## src/rqfs_pkg.sv

```systemverilog
package rqfs_pkg;

  localparam int unsigned CFG_IDX_W  = 2;
  localparam int unsigned CFG_DATA_W = 11;
  localparam int unsigned START_W    = 10;
  localparam int unsigned LEN_W      = 11;
  localparam int unsigned OFFSET_W   = 40;

  localparam logic [9:0]  MIN_SEG_LEN_RESET = 10'd30;
  localparam logic [7:0]  LOW_QUAL_RESET    = 8'd53;
  localparam logic [10:0] QUAL_DIV_RESET    = 11'd10;
  localparam logic [7:0]  SEPARATOR_RESET   = 8'd78;

  typedef enum logic [CFG_IDX_W-1:0] {
    CFG_MIN_SEG_LEN = 2'd0,
    CFG_LOW_QUAL    = 2'd1,
    CFG_QUAL_DIV    = 2'd2,
    CFG_SEPARATOR   = 2'd3
  } cfg_idx_e;

  typedef enum logic [1:0] {
    KIND_SEGMENT     = 2'd0,
    KIND_ACCEPT      = 2'd1,
    KIND_LOW_QUALITY = 2'd2,
    KIND_OVERFLOW    = 2'd3
  } kind_e;

  typedef enum logic [2:0] {
    ST_RUN,
    ST_MUL,
    ST_DEC,
    ST_SEG,
    ST_STAT
  } state_e;

  typedef struct packed {
    logic [9:0]  min_segment_length;
    logic [7:0]  low_quality_symbol;
    logic [10:0] quality_divisor;
    logic [7:0]  separator_symbol;
  } cfg_t;

  typedef struct packed {
    logic [7:0] base_symbol;
    logic [7:0] quality_symbol;
    logic       end_of_read;
  } in_item_t;

  typedef struct packed {
    kind_e                 kind;
    logic [START_W-1:0]    segment_start;
    logic [LEN_W-1:0]      segment_length;
    logic [OFFSET_W-1:0]   concat_offset;
    logic [LEN_W-1:0]      longest_segment;
    logic                  last_result;
  } out_item_t;

endpackage

```

## src/rqfs_ram.sv

```systemverilog
module rqfs_ram #(
  parameter int unsigned WIDTH = 8,
  parameter int unsigned DEPTH = 32,
  parameter int unsigned AW    = (DEPTH > 1) ? $clog2(DEPTH) : 1
) (
  input  logic             clk_i,
  input  logic             we_i,
  input  logic [AW-1:0]    waddr_i,
  input  logic [WIDTH-1:0] wdata_i,
  input  logic             re_i,
  input  logic [AW-1:0]    raddr_i,
  output logic [WIDTH-1:0] rdata_o
);

  logic [WIDTH-1:0] mem_q [DEPTH];
  logic [WIDTH-1:0] rdata_q;

  always_ff @(posedge clk_i) begin
    if (we_i) begin
      mem_q[waddr_i] <= wdata_i;
    end
    if (re_i) begin
      rdata_q <= mem_q[raddr_i];
    end
  end

  assign rdata_o = rdata_q;

endmodule

```

## src/rqfs_scan.sv

```systemverilog
// Per-base front end: position, piece tracking, low-quality count and
// segment store writes.
module rqfs_scan #(
  parameter int unsigned MAX_BASES    = 1024,
  parameter int unsigned MAX_SEGMENTS = 32,
  parameter int unsigned POS_W = $clog2(MAX_BASES + 1),
  parameter int unsigned CNT_W = $clog2(MAX_SEGMENTS + 1),
  parameter int unsigned AW    = (MAX_SEGMENTS > 1) ? $clog2(MAX_SEGMENTS) : 1
) (
  input  logic                     clk_i,
  input  logic                     rst_ni,
  input  logic                     fire_i,
  input  rqfs_pkg::in_item_t       item_i,
  input  rqfs_pkg::cfg_t           cfg_i,
  input  logic                     clear_i,
  output logic                     we_o,
  output logic [AW-1:0]            waddr_o,
  output logic [rqfs_pkg::START_W+POS_W-1:0] wdata_o,
  output logic [POS_W-1:0]         pos_o,
  output logic [POS_W-1:0]         low_cnt_o,
  output logic [CNT_W-1:0]         seg_cnt_o,
  output logic                     overflow_o,
  output logic [POS_W-1:0]         read_max_o
);

  localparam int unsigned CMP_W = POS_W + 10;

  logic [POS_W-1:0] pos_q, pos_d;
  logic [POS_W-1:0] piece_start_q, piece_start_d;
  logic [POS_W-1:0] low_cnt_q, low_cnt_d;
  logic [CNT_W-1:0] seg_cnt_q, seg_cnt_d;
  logic             overflow_q, overflow_d;
  logic [POS_W-1:0] read_max_q, read_max_d;

  logic             base_ok, is_sep, is_low, full, keep, cand_vld;
  logic [POS_W-1:0] pos_nxt, sep_len, tail_len, piece_len;

  always_comb begin
    base_ok  = pos_q < POS_W'(MAX_BASES);
    is_sep   = base_ok && (item_i.base_symbol == cfg_i.separator_symbol);
    is_low   = base_ok && (item_i.quality_symbol < cfg_i.low_quality_symbol);
    pos_nxt  = base_ok ? pos_q + POS_W'(1) : pos_q;
    sep_len  = (pos_q >= piece_start_q) ? pos_q - piece_start_q : '0;
    tail_len = (pos_nxt >= piece_start_q) ? pos_nxt - piece_start_q : '0;
    // a separator on the last base leaves an empty tail, so one write at most
    piece_len = is_sep ? sep_len : tail_len;
    keep = fire_i && (is_sep || item_i.end_of_read) && (piece_len != '0) &&
           (CMP_W'(piece_len) >= CMP_W'(cfg_i.min_segment_length));
    full = seg_cnt_q >= CNT_W'(MAX_SEGMENTS);
    we_o = keep && !full;
    // the tail always takes part in the longest segment
    cand_vld = we_o || (fire_i && item_i.end_of_read && !is_sep);

    pos_d         = pos_q;
    piece_start_d = piece_start_q;
    low_cnt_d     = low_cnt_q;
    seg_cnt_d     = seg_cnt_q;
    overflow_d    = overflow_q;
    read_max_d    = read_max_q;
    if (clear_i) begin
      pos_d         = '0;
      piece_start_d = '0;
      low_cnt_d     = '0;
      seg_cnt_d     = '0;
      overflow_d    = 1'b0;
      read_max_d    = '0;
    end else if (fire_i) begin
      pos_d = pos_nxt;
      if (is_sep) begin
        piece_start_d = pos_q + POS_W'(1);
      end
      if (is_low) begin
        low_cnt_d = low_cnt_q + POS_W'(1);
      end
      if (we_o) begin
        seg_cnt_d = seg_cnt_q + CNT_W'(1);
      end
      if (!base_ok || (keep && full)) begin
        overflow_d = 1'b1;
      end
      if (cand_vld && (piece_len > read_max_q)) begin
        read_max_d = piece_len;
      end
    end
  end

  always_ff @(posedge clk_i or negedge rst_ni) begin
    if (!rst_ni) begin
      pos_q         <= '0;
      piece_start_q <= '0;
      low_cnt_q     <= '0;
      seg_cnt_q     <= '0;
      overflow_q    <= 1'b0;
      read_max_q    <= '0;
    end else begin
      pos_q         <= pos_d;
      piece_start_q <= piece_start_d;
      low_cnt_q     <= low_cnt_d;
      seg_cnt_q     <= seg_cnt_d;
      overflow_q    <= overflow_d;
      read_max_q    <= read_max_d;
    end
  end

  assign waddr_o    = seg_cnt_q[AW-1:0];
  assign wdata_o    = {rqfs_pkg::START_W'(piece_start_q), piece_len};
  assign pos_o      = pos_q;
  assign low_cnt_o  = low_cnt_q;
  assign seg_cnt_o  = seg_cnt_q;
  assign overflow_o = overflow_q;
  assign read_max_o = read_max_q;

endmodule

```

## src/rqfs_emit.sv

```systemverilog
// End-of-read sequencer: quality verdict, segment readout from the store,
// running totals and the output register.
module rqfs_emit #(
  parameter int unsigned MAX_BASES    = 1024,
  parameter int unsigned MAX_SEGMENTS = 32,
  parameter int unsigned POS_W = $clog2(MAX_BASES + 1),
  parameter int unsigned CNT_W = $clog2(MAX_SEGMENTS + 1),
  parameter int unsigned AW    = (MAX_SEGMENTS > 1) ? $clog2(MAX_SEGMENTS) : 1
) (
  input  logic                     clk_i,
  input  logic                     rst_ni,
  input  logic                     fire_i,
  input  logic                     end_of_read_i,
  input  rqfs_pkg::cfg_t           cfg_i,
  input  logic [POS_W-1:0]         pos_i,
  input  logic [POS_W-1:0]         low_cnt_i,
  input  logic [CNT_W-1:0]         seg_cnt_i,
  input  logic                     overflow_i,
  input  logic [POS_W-1:0]         read_max_i,
  output logic                     rd_en_o,
  output logic [AW-1:0]            rd_addr_o,
  input  logic [rqfs_pkg::START_W+POS_W-1:0] rd_data_i,
  output logic                     in_ready_o,
  output logic                     clear_o,
  input  logic                     out_stall_i,
  output logic                     out_valid_o,
  output rqfs_pkg::out_item_t      out_item_o
);

  localparam int unsigned PROD_W = POS_W + 11;

  rqfs_pkg::state_e    state_q, state_d;
  rqfs_pkg::kind_e     kind_q, kind_d;
  rqfs_pkg::out_item_t out_item_q, load_item;
  logic [PROD_W-1:0]   prod_q, prod_d;
  logic [CNT_W-1:0]    idx_q, idx_d, idx_nxt;
  logic [rqfs_pkg::OFFSET_W-1:0] total_q, total_d;
  logic [POS_W-1:0]    longest_q, longest_d, seg_len;
  logic                out_valid_q, can_load, load;

  assign can_load = !out_valid_q || !out_stall_i;
  assign idx_nxt  = idx_q + CNT_W'(1);
  assign seg_len  = rd_data_i[POS_W-1:0];
  assign prod_d   = PROD_W'(low_cnt_i) * PROD_W'(cfg_i.quality_divisor);

  always_comb begin
    state_d = state_q;
    case (state_q)
      rqfs_pkg::ST_RUN: begin
        if (fire_i && end_of_read_i) begin
          state_d = rqfs_pkg::ST_MUL;
        end
      end
      rqfs_pkg::ST_MUL: state_d = rqfs_pkg::ST_DEC;
      rqfs_pkg::ST_DEC: begin
        if (!overflow_i && (prod_q <= PROD_W'(pos_i)) && (seg_cnt_i != '0)) begin
          state_d = rqfs_pkg::ST_SEG;
        end else begin
          state_d = rqfs_pkg::ST_STAT;
        end
      end
      rqfs_pkg::ST_SEG: begin
        if (can_load && (idx_nxt == seg_cnt_i)) begin
          state_d = rqfs_pkg::ST_STAT;
        end
      end
      rqfs_pkg::ST_STAT: begin
        if (can_load) begin
          state_d = rqfs_pkg::ST_RUN;
        end
      end
      default: state_d = rqfs_pkg::ST_RUN;
    endcase
  end

  always_comb begin
    in_ready_o = 1'b0;
    clear_o    = 1'b0;
    rd_en_o    = 1'b0;
    rd_addr_o  = '0;
    load       = 1'b0;
    load_item  = '0;
    kind_d     = kind_q;
    idx_d      = idx_q;
    total_d    = total_q;
    longest_d  = longest_q;
    case (state_q)
      rqfs_pkg::ST_RUN: in_ready_o = 1'b1;
      rqfs_pkg::ST_MUL: ;
      rqfs_pkg::ST_DEC: begin
        if (overflow_i) begin
          kind_d = rqfs_pkg::KIND_OVERFLOW;
        end else if (prod_q > PROD_W'(pos_i)) begin
          kind_d = rqfs_pkg::KIND_LOW_QUALITY;
        end else begin
          kind_d = rqfs_pkg::KIND_ACCEPT;
          if (read_max_i > longest_q) begin
            longest_d = read_max_i;
          end
          rd_en_o = 1'b1;
          idx_d   = '0;
        end
      end
      rqfs_pkg::ST_SEG: begin
        if (can_load) begin
          load                     = 1'b1;
          load_item.kind           = rqfs_pkg::KIND_SEGMENT;
          load_item.segment_start  = rd_data_i[rqfs_pkg::START_W+POS_W-1:POS_W];
          load_item.segment_length = rqfs_pkg::LEN_W'(seg_len);
          load_item.concat_offset  = total_q;
          load_item.longest_segment = rqfs_pkg::LEN_W'(longest_q);
          load_item.last_result    = 1'b0;
          total_d = total_q + rqfs_pkg::OFFSET_W'(seg_len) + rqfs_pkg::OFFSET_W'(1);
          idx_d   = idx_nxt;
          // prefetch the next entry while this beat is loaded
          if (idx_nxt != seg_cnt_i) begin
            rd_en_o   = 1'b1;
            rd_addr_o = idx_nxt[AW-1:0];
          end
        end
      end
      rqfs_pkg::ST_STAT: begin
        if (can_load) begin
          load                      = 1'b1;
          clear_o                   = 1'b1;
          load_item.kind            = kind_q;
          load_item.concat_offset   = total_q;
          load_item.longest_segment = rqfs_pkg::LEN_W'(longest_q);
          load_item.last_result     = 1'b1;
        end
      end
      default: ;
    endcase
  end

  always_ff @(posedge clk_i or negedge rst_ni) begin
    if (!rst_ni) begin
      state_q     <= rqfs_pkg::ST_RUN;
      idx_q       <= '0;
      total_q     <= '0;
      longest_q   <= '0;
      out_valid_q <= 1'b0;
    end else begin
      state_q     <= state_d;
      idx_q       <= idx_d;
      total_q     <= total_d;
      longest_q   <= longest_d;
      out_valid_q <= load || (out_valid_q && out_stall_i);
    end
  end

  always_ff @(posedge clk_i) begin
    prod_q <= prod_d;
    kind_q <= kind_d;
    if (load) begin
      out_item_q <= load_item;
    end
  end

  assign out_valid_o = out_valid_q;
  assign out_item_o  = out_item_q;

endmodule

```

## src/read_quality_filter_and_splitter_top.sv

```systemverilog
// Bases are taken one per cycle while a read streams in.
// After the last base of a read the input stalls through the quality multiply,
// the verdict, one store read per segment beat sent (none for a rejected read)
// and then the status beat; output stalls add to this.
// The first result enters the output register after the multiply and verdict states.
// Reset clears counters, totals and config to defaults; the segment store is not cleared.
module read_quality_filter_and_splitter_top #(
  parameter int unsigned MAX_BASES    = 1024,
  parameter int unsigned MAX_SEGMENTS = 32
) (
  input  logic                               clk_i,
  input  logic                               rst_ni,
  input  logic                               in_valid_i,
  output logic                               in_stall_o,
  input  rqfs_pkg::in_item_t                 in_item_i,
  output logic                               out_valid_o,
  input  logic                               out_stall_i,
  output rqfs_pkg::out_item_t                out_item_o,
  input  logic                               cfg_valid_i,
  output logic                               cfg_ready_o,
  input  logic [rqfs_pkg::CFG_IDX_W-1:0]     cfg_index_i,
  input  logic [rqfs_pkg::CFG_DATA_W-1:0]    cfg_data_i
);

  localparam int unsigned POS_W = $clog2(MAX_BASES + 1);
  localparam int unsigned CNT_W = $clog2(MAX_SEGMENTS + 1);
  localparam int unsigned AW    = (MAX_SEGMENTS > 1) ? $clog2(MAX_SEGMENTS) : 1;
  localparam int unsigned ENT_W = rqfs_pkg::START_W + POS_W;

  rqfs_pkg::cfg_t   cfg_q, cfg_d;
  logic             in_ready, fire, clear;
  logic             we, rd_en, overflow;
  logic [AW-1:0]    waddr, rd_addr;
  logic [ENT_W-1:0] wdata, rd_data;
  logic [POS_W-1:0] pos, low_cnt, read_max;
  logic [CNT_W-1:0] seg_cnt;

  assign cfg_ready_o = 1'b1;
  assign in_stall_o  = !in_ready;
  assign fire        = in_valid_i && in_ready;

  always_comb begin
    cfg_d = cfg_q;
    if (cfg_valid_i) begin
      case (cfg_index_i)
        rqfs_pkg::CFG_MIN_SEG_LEN: cfg_d.min_segment_length = cfg_data_i[9:0];
        rqfs_pkg::CFG_LOW_QUAL:    cfg_d.low_quality_symbol = cfg_data_i[7:0];
        rqfs_pkg::CFG_QUAL_DIV:    cfg_d.quality_divisor    = cfg_data_i;
        rqfs_pkg::CFG_SEPARATOR:   cfg_d.separator_symbol   = cfg_data_i[7:0];
        default: ;
      endcase
    end
  end

  always_ff @(posedge clk_i or negedge rst_ni) begin
    if (!rst_ni) begin
      cfg_q.min_segment_length <= rqfs_pkg::MIN_SEG_LEN_RESET;
      cfg_q.low_quality_symbol <= rqfs_pkg::LOW_QUAL_RESET;
      cfg_q.quality_divisor    <= rqfs_pkg::QUAL_DIV_RESET;
      cfg_q.separator_symbol   <= rqfs_pkg::SEPARATOR_RESET;
    end else begin
      cfg_q <= cfg_d;
    end
  end

  rqfs_scan #(
    .MAX_BASES   (MAX_BASES),
    .MAX_SEGMENTS(MAX_SEGMENTS),
    .POS_W       (POS_W),
    .CNT_W       (CNT_W),
    .AW          (AW)
  ) u_scan (
    .clk_i      (clk_i),
    .rst_ni     (rst_ni),
    .fire_i     (fire),
    .item_i     (in_item_i),
    .cfg_i      (cfg_q),
    .clear_i    (clear),
    .we_o       (we),
    .waddr_o    (waddr),
    .wdata_o    (wdata),
    .pos_o      (pos),
    .low_cnt_o  (low_cnt),
    .seg_cnt_o  (seg_cnt),
    .overflow_o (overflow),
    .read_max_o (read_max)
  );

  // writes only happen while bases stream in, reads only after the read ends
  rqfs_ram #(
    .WIDTH(ENT_W),
    .DEPTH(MAX_SEGMENTS),
    .AW   (AW)
  ) u_store (
    .clk_i  (clk_i),
    .we_i   (we),
    .waddr_i(waddr),
    .wdata_i(wdata),
    .re_i   (rd_en),
    .raddr_i(rd_addr),
    .rdata_o(rd_data)
  );

  rqfs_emit #(
    .MAX_BASES   (MAX_BASES),
    .MAX_SEGMENTS(MAX_SEGMENTS),
    .POS_W       (POS_W),
    .CNT_W       (CNT_W),
    .AW          (AW)
  ) u_emit (
    .clk_i        (clk_i),
    .rst_ni       (rst_ni),
    .fire_i       (fire),
    .end_of_read_i(in_item_i.end_of_read),
    .cfg_i        (cfg_q),
    .pos_i        (pos),
    .low_cnt_i    (low_cnt),
    .seg_cnt_i    (seg_cnt),
    .overflow_i   (overflow),
    .read_max_i   (read_max),
    .rd_en_o      (rd_en),
    .rd_addr_o    (rd_addr),
    .rd_data_i    (rd_data),
    .in_ready_o   (in_ready),
    .clear_o      (clear),
    .out_stall_i  (out_stall_i),
    .out_valid_o  (out_valid_o),
    .out_item_o   (out_item_o)
  );

endmodule
```

## config.mk

```make
export PLATFORM = sky130hd
export DESIGN_NAME = read_quality_filter_and_splitter_top
export DESIGN_NICKNAME = d
export VERILOG_FILES = /design/src/rqfs_pkg.sv /design/src/rqfs_ram.sv /design/src/rqfs_scan.sv /design/src/rqfs_emit.sv /design/src/read_quality_filter_and_splitter_top.sv
export SDC_FILE = /design/constraint.sdc
export NUM_CORES = 2
export LEC_CHECK = 0
export ABC_AREA = 1
export BUFFER_PORTS_ARGS = -buffer_cell sky130_fd_sc_hd__buf_2
export CORE_AREA = 3 3 316 318
export DETAILED_ROUTE_END_ITERATION = 7
export DIE_AREA = 0 0 319 321
export PLACE_DENSITY_LB_ADDON = 0.12
export SETUP_SLACK_MARGIN = 0.5
export SYNTH_ARGS = -nofsm -noshare
export SYNTH_HDL_FRONTEND = slang
export SYNTH_SLANG_ARGS = --single-unit
```

## constraint.sdc

```tcl
create_clock -name clk_i -period 12.2 [get_ports clk_i]
set_input_delay 0.61 -clock clk_i [delete_from_list [all_inputs] [get_ports clk_i]]
set_output_delay 0.61 -clock clk_i [all_outputs]
set_load 0.01 [all_outputs]
```

Yosys cells after proc, flatten, opt, wreduce, memory -nomap -nowiden. Memories as Yosys holds them, arrays and structs flattened. A register that Yosys moved wholly into a read port is not among the register bits. Cells that the tools add are included.

Shift-type cells: 0. Reductions and logical operators: 52. Add/sub/neg operators: 8. Multipliers: 1. Mux-type cells: 50. Div/mod/pow operators: 0. Equal/unequal tests: 16. Bitwise gates (word level): 2. $lt $le $gt $ge: 10.

Operators with widths (number): two-way mux 11 bit (15); two-way mux 52 bit (2); case mux 52 bit (2 select lines) (1); adder 40 x 1 -> 40 bit (second input constant) (1); adder 40 x 11 -> 40 bit (1); two-way mux 6 bit (6); adder 11 x 1 -> 11 bit (second input constant) (2); greater-or-equal comparator 11 bit (2); > comparator 11 bit (2); > comparator 22 x 11 -> 1 bit (1); <= comparator 22 x 11 -> 1 bit (1); multiplier 11 x 11 -> 22 bit (1); subtractor 11 bit (2); AND reduction 2 bit (10); logical AND 1 bit (15); two-way mux 5 bit (3); case mux 3 bit (5 select lines) (1); nonzero test 2 bit (7); two-way mux 1 bit (13); adder 6 x 1 -> 6 bit (second input constant) (2); two-way mux 3 bit (4); case mux 6 bit (2 select lines) (1); greater-or-equal comparator 11 x 10 -> 1 bit (1); less-than comparator 11 bit (second input constant) (1); 25 further kinds (44).

Register bits: 248. Bits in latches: 0. Memories: 1. Memory bits (read-only): 0. Memory bits (writable): 672. Word-level logic and storage cells: 163.

Memories: u_store.mem_q (words 32, bits a word 21, rd ports 1, clocked after memory_dff 1, write ports 1, line rqfs_ram.sv:15) `logic [WIDTH-1:0] mem_q [DEPTH];`.

Longest topological paths before layout.
Word-level depth: 14. Depth in mapped cells: 39. Mapped depth without buffers: 37.

Hierarchy. From an unflattened synthesis, not the netlist that was laid out.

Cells, all modules: 4763. Area total of the unflattened synthesis: 46593.4 sq um.

Modules (own cells, without submodules): rqfs_ram (area an instance 27776.6 sq um, cells each 2338, instances 1); rqfs_emit (area an instance 12080.3 sq um, cells each 1457, instances 1); rqfs_scan (area an instance 5173.7 sq um, cells each 797, instances 1); read_quality_filter_and_splitter_top (area an instance 1562.7 sq um, cells each 171, instances 1).

Worst setup path before layout. No wires, ideal clock.

Kind: register to register. Start: reg u_scan.pos_q[0], in the netlist u_scan.pos_o[0]. End: mem u_store.mem_q[10][0] (netlist bit), enable pin. Period minus slack after synthesis: 5.579 ns. Arrival time: 5.181 ns. Setup time: 0.399 ns. Slack: 6.621 ns. Path buffers: 1. Stages on the path, launching flop included: 36. Cells stage by stage: dfrtp_1 inv_1 nor4_1 nand3_1 nor2_1 xor2_1 nand2_1 o21ai_0 inv_1 ha_1 nand2_1 nor2_1 nand3_1 nand2_1 nor2_1 nand2_1 buf_2 nand2_1 nand2_1 nand2_1 inv_1 ha_1 nand2_1 o21ai_0 nand2_1 o211ai_1 nand2_1 nand2_1 a21oi_1 nand2_1 nand2_1 inv_1 nand3_2 inv_2 nand2_2 nor2_1.

Word-level cells in the longest chain between the ends: 11. Elaborated cells between the ends (all ways): 20.

RTL lines: start: declaration (line rqfs_scan.sv:28) `logic [POS_W-1:0] pos_q, pos_d;`; start signal: assignment (line rqfs_scan.sv:96) `pos_q <= pos_d;`; adder 11 x 1 -> 11 bit or less-than comparator 11 bit (tied branches) (line rqfs_scan.sv:42, rqfs_scan.sv:39); two-way mux 11 bit (line rqfs_scan.sv:42) `pos_nxt = base_ok ? pos_q + POS_W'(1) : pos_q;`; subtractor 11 bit or greater-or-equal comparator 11 bit (tied branches) (line rqfs_scan.sv:44) `tail_len = (pos_nxt >= piece_start_q) ? pos_nxt - piece_start_q : '0;`; two-way mux 11 bit (line rqfs_scan.sv:44); two-way mux 11 bit (*) (line rqfs_scan.sv:46) `piece_len = is_sep ? sep_len : tail_len;`; named net u_scan.piece_len[2] (line rqfs_scan.sv:36) `logic [POS_W-1:0] pos_nxt, sep_len, tail_len, piece_len;`; branches (longest 2 deep; another with greater-or-equal comparator 11 x 10 -> 1 bit); logical AND 1 bit (*) (line rqfs_scan.sv:47) `keep = fire_i && (is_sep || item_i.end_of_read) && (piece_len != '0) &&`; logical AND 1 bit (*) (line rqfs_scan.sv:50) `we_o = keep && !full;`; two-way mux 1 bit (*) (line rqfs_ram.sv:19) `if (we_i) begin`; two-way mux 1 bit (not written as such) (*) (line rqfs_ram.sv:20) `mem_q[waddr_i] <= wdata_i;`; end: declaration (line rqfs_ram.sv:15).

Mark *: on every way through the listed nets, which the timed path passes.

Final worst setup path.
Start: reg u_scan.pos_q[0], in the netlist u_scan.pos_o[0]. End: mem u_store.mem_q[3][10] (netlist bit), enable pin.

The elaborated chain is that of the path after synthesis.

==> summary.md <==
| Metric | Value |
|---|---|
| Via count | `35.5k` |
| CTS Hold Bufs | `0` |
| Post-CTS Resized | `0` |
| Post-CTS setup buffers | `0` |
| Number of synthesized flops with an enable pin | `770` |
| Finished Layout Cells | `6560` |
| Initial Utilization | `0.502` |
| Leading register cell type out of synthesis | `edfxtp_1` |
| Latest clock arrival within the worst-skew pair | `0.70 ns` |
| Post-DP HPWL | `81000 um` |
| WP buf/inv | `5` |
| Clock root buffer | `clkbuf_16` |
| Total Power | `11.8 mW` |
| Crit path depth | `32` |
| Crit path max-delay family | `simple AND/OR/NAND/NOR gates` |
| Detail Route Antenna Nets | `0` |
| Post-Syn Area per Cell | `9.40 um2` |
| First-pass GRT wire length | `205000 um` |
| Clock skew | `0.0597 ns` |
| Total wire length | `132000 um` |
| WL/cell | `20.2 um` |
| Post-Route Setup TNS | `0 ns` |
| P_leak | `24.7 nW` |
| Die Y | `321 um` |
| Seq/Total Area, Yosys | `0.562` |
| Vias in the first global route | `34.6k` |
| Ant diodes | `0` |
| Layout filler cell count | `8648` |
| Largest net degree at the start of global routing | `185` |
| GRT overflow | `0` |
| WP data arrival | `7.09 ns` |
| Most Frequent Cell on Critical Path | `nand2_1` |
| Core area | `96900 um2` |
| Die Width | `319 um` |
| Synth area leader | `edfxtp_1` |
| Area Overhead vs Synth | `10.3%` |
| Max-Cap Viols | `0` |
| Pwr per Cell Area | `220 nW/um2` |
| Period utilization | `0.558` |
| RSZ-0062 raised after global routing | `false` |
| Setup violators final | `0` |
| H-tree Lvls | `3` |
| Initial antenna violation count | `4` |
| Cells after Synth | `5170` |
| Layout cell share with drive strength beyond 1 | `0.0793` |
| Hold Fails Final Rpt | `0` |
| Mapped Area | `48600 um2` |
| Multi-input logic area | `16200 um2` |
| WS Path Type | `register to register` |
| WHS | `0.0104 ns` |
| Post-synth top area share | `0.476` |
| FFs w/ async S/R, synth | `0.158` |
| Layout Nets | `5467` |
| Clk pin slew, worst setup/hold paths | `0.06 ns` |
| Gpl congestion | `0.846` |
| Min-Delay Path Class | `input pin to async pin` |
| Layout Utilization | `0.553` |
| Drc violations | `0` |
| FMAX | `147 MHz` |
| CP max FO | `34` |
| Status | `complete, no violations` |
| Worst path required time | `12.48 ns` |
| Worst VDD drop | `263 uV` |
| Slew margin rel. | `0.159` |
| Most frequent cells after synthesis | `nand2_1, inv_1, edfxtp_1, nand3_1, nand4_1` |
| Register Area | `27300 um2` |
| Top-count cell post-synth | `nand2_1` |
| CP max-delay cell | `nor2_2` |
| Synth top area cells | `edfxtp_1, nand2_1, inv_1, dfrtp_1, nand3_1` |
| Overall Global Routing Usage | `0.258` |
| Worst Max-Slew Pin Slew | `1.26 ns` |
| Yosys reg bits | `941` |
| First-pass DRT Iterations | `6` |
| Slowest stage delay, CP | `1.00 ns` |
| Detailed Route Iter0 Violations | `3305` |
| Vias per cell | `5.41` |
| Reg2Reg Depth | `32` |
| Die Footprint | `102000 um2` |
| Final Max Tran Viols | `0` |
| Mapped Nets | `5439` |
| Yosys warns | `0` |
| Site Rows | `114` |
| TritonCTS clock tree | `done` |
| Fin crit period | `6.81 ns` |
| Crit start category | `register` |
| Placed cells | `6371` |
| Port Buf Inserts | `111` |
| Synth unique cells | `56` |
| I/O Pins | `113` |
| CP Capture Type | `register` |
| CTS Buffer Depth | `3` |
| Cts bufs inserted | `101` |
| CTS sink count | `941` |
## report_power, final
group          switching (mW)  total (mW)  internal, mW
clock                    1.30        3.00          1.69
sequential              0.196        4.58          4.39
combinational            3.15        4.23          1.08
total                    4.65        11.8          7.16
## metrics by stage
stage               setup WS (ns)  instance area [um2]
floorplan                    6.62                48600
global placement             5.52                50300
detailed placement           5.46                50300
CTS                          5.45                53600
global route                 4.71                53600
finish                       5.39                53600
## cells in the final DEF (no fill, tap or decap), drive strengths merged, types with 71 or more instances in the layout
cell type  count
nand2       1119
dfrtp        135
ha           151
nand4        299
nor2         189
buf          181
edfxtp       770
o21ai        128
a21oi         71
fa            83
clkbuf       134
nand3        669
inv         1095
## area by class of cell
type,instances,area share
inverters,1095,0.0770
multi-input cells,2878,0.302
well taps,1276,0.0298
clock inverters,55,0.00887
repair buffers,181,0.0208
flip-flops and latches,941,0.510
clock buffers,134,0.0518
## sequential cells by signal (all words and copies together), names as in the netlist, 2 cells and up
register and cells:
u_store.mem_q 672, u_emit.out_item_o 75, u_emit.total_q 40, cfg_q 37, u_emit.prod_q 22, u_store.rdata_o 21
u_emit.longest_q 11, u_scan.low_cnt_o 11, u_scan.piece_start_q 11, u_scan.pos_o 11, u_scan.read_max_o 11, u_emit.idx_q 6
u_scan.seg_cnt_o 6, u_emit.state_q 3, u_emit.kind_q 2
## cell families (layout without fill, tap and decap cells)
kind of cell,count (synthesis),count (layout),share of synthesized area
simple gates,2324,2324,0.215
buf+inv,1351,1465,0.108
flops,941,941,0.562
compound gates,242,242,0.0274
fa+ha+maj,234,234,0.0731
xor+xnor,75,75,0.0138
mux,2,2,0.000464
other cells,1,1,0.0000772
## path summary, 6_finish.rpt
check                                    start  slack (ns)                    to
setup reg to reg               u_scan.pos_o[0]        5.39  u_store.mem_q[3][10]
min in group clk_i              cfg_data_i[10]        0.20             cfg_q[18]
hold / removal                          rst_ni        0.01             cfg_q[15]
max in group asynchronous               rst_ni       10.79    u_emit.total_q[12]
setup / recovery               u_scan.pos_o[0]        5.39  u_store.mem_q[3][10]
hold reg to reg            u_emit.longest_q[7]        0.48   u_emit.longest_q[7]
## routing by layer
layer	up-vias	wire length, um	global-route usage
met4	2	4950	0.0971
met1	17200	56500	0.356
li1	16900	-	-
met3	252	8600	0.0362
met2	1166	62400	0.419
met5	-	13	0
No activity file was read; power rests on OpenSTA's default activity.
